`src/rtl/core/fwht_ram.sv`:
```
// Generic single-write, single-read synchronous RAM with registered read data.
`timescale 1ns / 1ps
module fwht_ram #(
	parameter int WIDTH = 8,
	parameter int DEPTH = 64
) (
	input  logic                                  clk,
	input  logic                                  we,
	input  logic [(DEPTH > 1 ? $clog2(DEPTH) : 1)-1:0] waddr,
	input  logic [WIDTH-1:0]                      wdata,
	input  logic [(DEPTH > 1 ? $clog2(DEPTH) : 1)-1:0] raddr,
	output logic [WIDTH-1:0]                      rdata
);

	logic [WIDTH-1:0] mem_q [DEPTH];
	logic [WIDTH-1:0] rdata_q;

	always_ff @(posedge clk) begin
		if (we) begin
			mem_q[waddr] <= wdata;
		end
		rdata_q <= mem_q[raddr];
	end

	assign rdata = rdata_q;

endmodule

```
`config.mk`:
```
export PLATFORM = sky130hd
export DESIGN_NAME = fwht_ram
export DESIGN_NICKNAME = d
export VERILOG_FILES = /design/src/rtl/core/fwht_ram.sv
export SDC_FILE = /design/constraint.sdc
export NUM_CORES = 1
export LEC_CHECK = 0
export BUFFER_PORTS_ARGS = -buffer_cell sky130_fd_sc_hd__buf_2
export CAP_MARGIN = 10
export CORE_MARGIN = 2
export CORE_UTILIZATION = 40
export CTS_BUF_LIST = sky130_fd_sc_hd__clkbuf_8
export CTS_CLUSTER_SIZE = 14
export DETAILED_ROUTE_END_ITERATION = 8
export GPL_ROUTABILITY_DRIVEN = 0
export GPL_TIMING_DRIVEN = 0
export PLACE_DENSITY = 0.56
export SYNTH_ARGS = -nofsm -noshare
export SYNTH_HDL_FRONTEND = slang
export SYNTH_SLANG_ARGS = --single-unit
```
`constraint.sdc`:
```
create_clock -name clk -period 2.2 [get_ports clk]
set_input_delay 0.33 -clock clk [delete_from_list [all_inputs] [get_ports clk]]
set_output_delay 0.33 -clock clk [all_outputs]
set_load 0.05 [all_outputs]
```
==> reports/metrics.csv <==
stage,metric,value,unit
outcome,status,completed,
final_layout,area delta synth->final,12.65,%
detailed_routing,Routed Antenna Nets,0,
detailed_routing,DR vias/cell,5.540,
logic_synthesis,dominant synthesized flop cell,edfxtp_1,
min_path,WHS Endpoint,mem_q[34][5]$_DFFE_PP_,
sta,Hold Slack,0.1032,ns
logic_synthesis,synth top area cells,"edfxtp_1, mux4_2, nor2_1, mux2i_1, dfxtp_1",
clocking,CTS tree,done,
sta,Rel. slew slack,19.91,%
logic_synthesis,Mapped Area,20170,µm²
sta,endpoints failing setup,0,
setup_path,CP Launch Type,input port,
clocking,Root Driver,clkbuf_8,
final_layout,utilization after layout,45.47,%
place,Port Buffers,21,
setup_path,required time of the critical path,2.67,ns
global_route,GR Util All Layers,19.51,%
sta,TNS Setup,0,ns
pwr,maximum vdd drop,0.3534,mV
clocking,Worst-path clk slew,0.06,ns
place,Placement Cell Area,21110,µm²
global_route,GRT busiest layer,met2,
setup_path,Crit Path Category,in -> reg,
logic_synthesis,Post-synth EDFFs,512,
logic_synthesis,Syn Inst Count,940,
die,FP Rows,82,
logic_synthesis,Syn Area/Cell,21.45,µm²
die,Die Ht,228.5,µm
die,DIE WIDTH,228.5,µm
clocking,CTS sink cnt,520,
final_layout,share of cells above drive strength 1,27.58,%
global_route,met3 Use GR,4.217,%
logic_synthesis,post-synthesis adder-cell area fraction,0,%
global_route,vias in the first global route,10220,
sta,Worst-Margin Slew,1.201,ns
global_route,first-pass GRT wire length,72100,µm
sta,RSZ-0062 raised after global routing,no,
place,HPWL Detailed,31330,µm
logic_synthesis,"Distinct cells, synth",40,
logic_synthesis,Synth area leader,edfxtp_1,
setup_path,worst r2r path cells,5,
logic_synthesis,sequential area share after synthesis,77.03,%
logic_synthesis,Synth Area in Compound Gates,2.072,%
global_route,initial antenna violation count,1,
logic_synthesis,Yosys reg bits,520,
die,Initial Utilization,40.36,%
setup_path,worst reg2reg path endpoint,rdata[6]$_DFF_P_,
detailed_routing,# DRC,0,
min_path,Hold Path Cell Cnt,1,
die,die area,52230,µm²
logic_synthesis,post-synth top area share,76.24,%
setup_path,crit path from,raddr[1],
logic_synthesis,"count leader, synth",edfxtp_1,
sta,final period utilization,99.23,%
detailed_routing,Vias,9894,
sta,Max Slew Vio Count,0,
logic_synthesis,Post-synth ARST share,0,%
logic_synthesis,XOR/XNOR Fraction of Synth Area,0,%
final_layout,layout net count,1074,
clocking,# hold bufs at CTS,0,
detailed_routing,drt pass-1 iters,5,
run,max_cap viols,0,
final_layout,Finished Cell Area,22720,µm²
sta,Final Hold Fails,0,
sta,Final min period,2.183,ns
min_path,hold_sp,wdata[5],
setup_path,crit-path max FO,10,
detailed_routing,DR iter-0 viols,994,
die,core area,49970,µm²
sta,Clock Skew,0.02292,ns
logic_synthesis,mux cell area share after synthesis,15.94,%
clocking,CTS Buf Count,81,
pwr,P_leak,7.163,nW
min_path,worst min path class,in -> reg,
logic_synthesis,YS warnings,0,
global_route,met1 GRT Util,27.20,%
logic_synthesis,largest family of logic cells by synthesized area,multiplexers,
global_route,largest net degree at the start of global routing,65,
clocking,H-tree Lvls,3,
sta,FMAX,458.1,MHz
setup_path,r2r setup slk,0.07,ns
global_route,GRT met2 Usage,30.41,%
detailed_routing,WL final,50010,µm
global_route,grt ovf,0,
detailed_routing,wire length per cell,28.00,µm
logic_synthesis,Synth top cells by count,"edfxtp_1, mux4_2, nor2_1",
clocking,CTS max path bufs,3,
clocking,"Clk Latency, worst-skew pair",0.64,ns
die,I/O pins,30,
clocking,setup bufs post-CTS,0,
logic_synthesis,Simple-Gate Fraction of Synth Area,3.388,%
logic_synthesis,syn nets,962,
setup_path,crit end category,flop,
setup_path,worst r2r src,mem_q[21][6]$_DFFE_PP_,
pwr,Power per Cell Area,853.4,nW/µm²
setup_path,Worst EP arrival,2.66,ns
==> cell usage in the layout (no fill, tap or decap), drive strengths merged, types with 3 or more instances in the layout <==
| cell | Yosys | routed |
|---|---|---|
| clkinvlp | 0 | 3 |
| nand3 | 13 | 13 |
| inv | 0 | 40 |
| clkbuf | 17 | 107 |
| nor2 | 83 | 83 |
| buf | 34 | 58 |
| nand3b | 3 | 3 |
| edfxtp | 512 | 512 |
| mux4 | 126 | 126 |
| mux2i | 23 | 23 |
| o22ai | 8 | 8 |
| nor3 | 7 | 7 |
| a22oi | 3 | 3 |
| a211oi | 4 | 4 |
| nand2 | 19 | 19 |
| o2bb2ai | 3 | 3 |
| nor2b | 14 | 14 |
| o2111ai | 3 | 3 |
| mux2 | 13 | 13 |
| o221ai | 8 | 8 |
| nand2b | 7 | 7 |
| a221oi | 6 | 6 |
| clkinv | 0 | 16 |
| o21ai | 4 | 4 |
| dfxtp | 8 | 8 |
| a21oi | 3 | 3 |
==> flip-flops by register name (all words and copies together), names as in the netlist <==
name and cells:
rdata 8, mem_q 512
==> cell type report <==
cell class                 instances  area, µm²
timing repair buffer              29      235.2
sequential                       520      15530
buffer                            51      342.8
clock inverter                    59      256.5
fill                            4273      27250
multi-input combinational        369       4335
clock buffer                      85       1170
antenna                            1      2.502
tap                              672      840.8
==> where the power goes <==
part	switching (mW)	internal, mW
clock network	3.62	3.58
registers	0.0176	11.0
logic	0.787	0.414
==> worst max-delay path, stage by stage <==
cell	delay (ns)
buf_4	0.22
buf_4	0.34
buf_4	0.31
clkbuf_4	0.33
mux4_2	0.35
mux2i_1	0.28
a21oi_1	0.11
o21ai_1	0.18
o41ai_1	0.18
==> cells by family after synthesis <==
group | Yosys count
AOI/OAI and AO/OA | 54
buffers and inverters | 51
DFF | 520
muxes | 162
and+or+nand+nor | 153
==> layer usage <==
layer	up-vias	routed length (µm)	part of all wire, %
met3	80	3580	7.2
met1	5249	21440	43
met4	0	1412	2.8
met5	-	0	0
met2	408	23580	47
li1	4157	-	-
==> how the worst max path moves through the flow <==
stage	end	slack, ns	cells past startpoint
after global routing	mem_q[21][5]$_DFFE_PP_	0.01	4
final	rdata[5]$_DFF_P_	0.02	9
after global placement	rdata[7]$_DFF_P_	-1.02	7
after CTS	rdata[4]$_DFF_P_	0.01	8
after floorplan	rdata[3]$_DFF_P_	0.20	7
after detailed placement	rdata[4]$_DFF_P_	-1.01	8
==> per-stage QoR <==
| stage | instances | total power [mW] | setup WS [ns] |
|---|---|---|---|
| after floorplan | 940 | 11.84 | 0.2023 |
| after global placement | 1633 | 12.35 | -1.020 |
| after detailed placement | 1633 | 12.37 | -1.014 |
| after CTS | 1777 | 19.57 | 0.01170 |
| after global routing | 1786 | 20.07 | 0.01311 |
| final | 1786 | 19.39 | 0.01689 |
==> repair_timing <==
action / 4_1_cts / 5_1_grt
cloned: 0 / 0
setup endpoints to repair: 7 / 11
resized for setup: 10 / 12
Note: power is estimated with default switching activity, not from simulation.
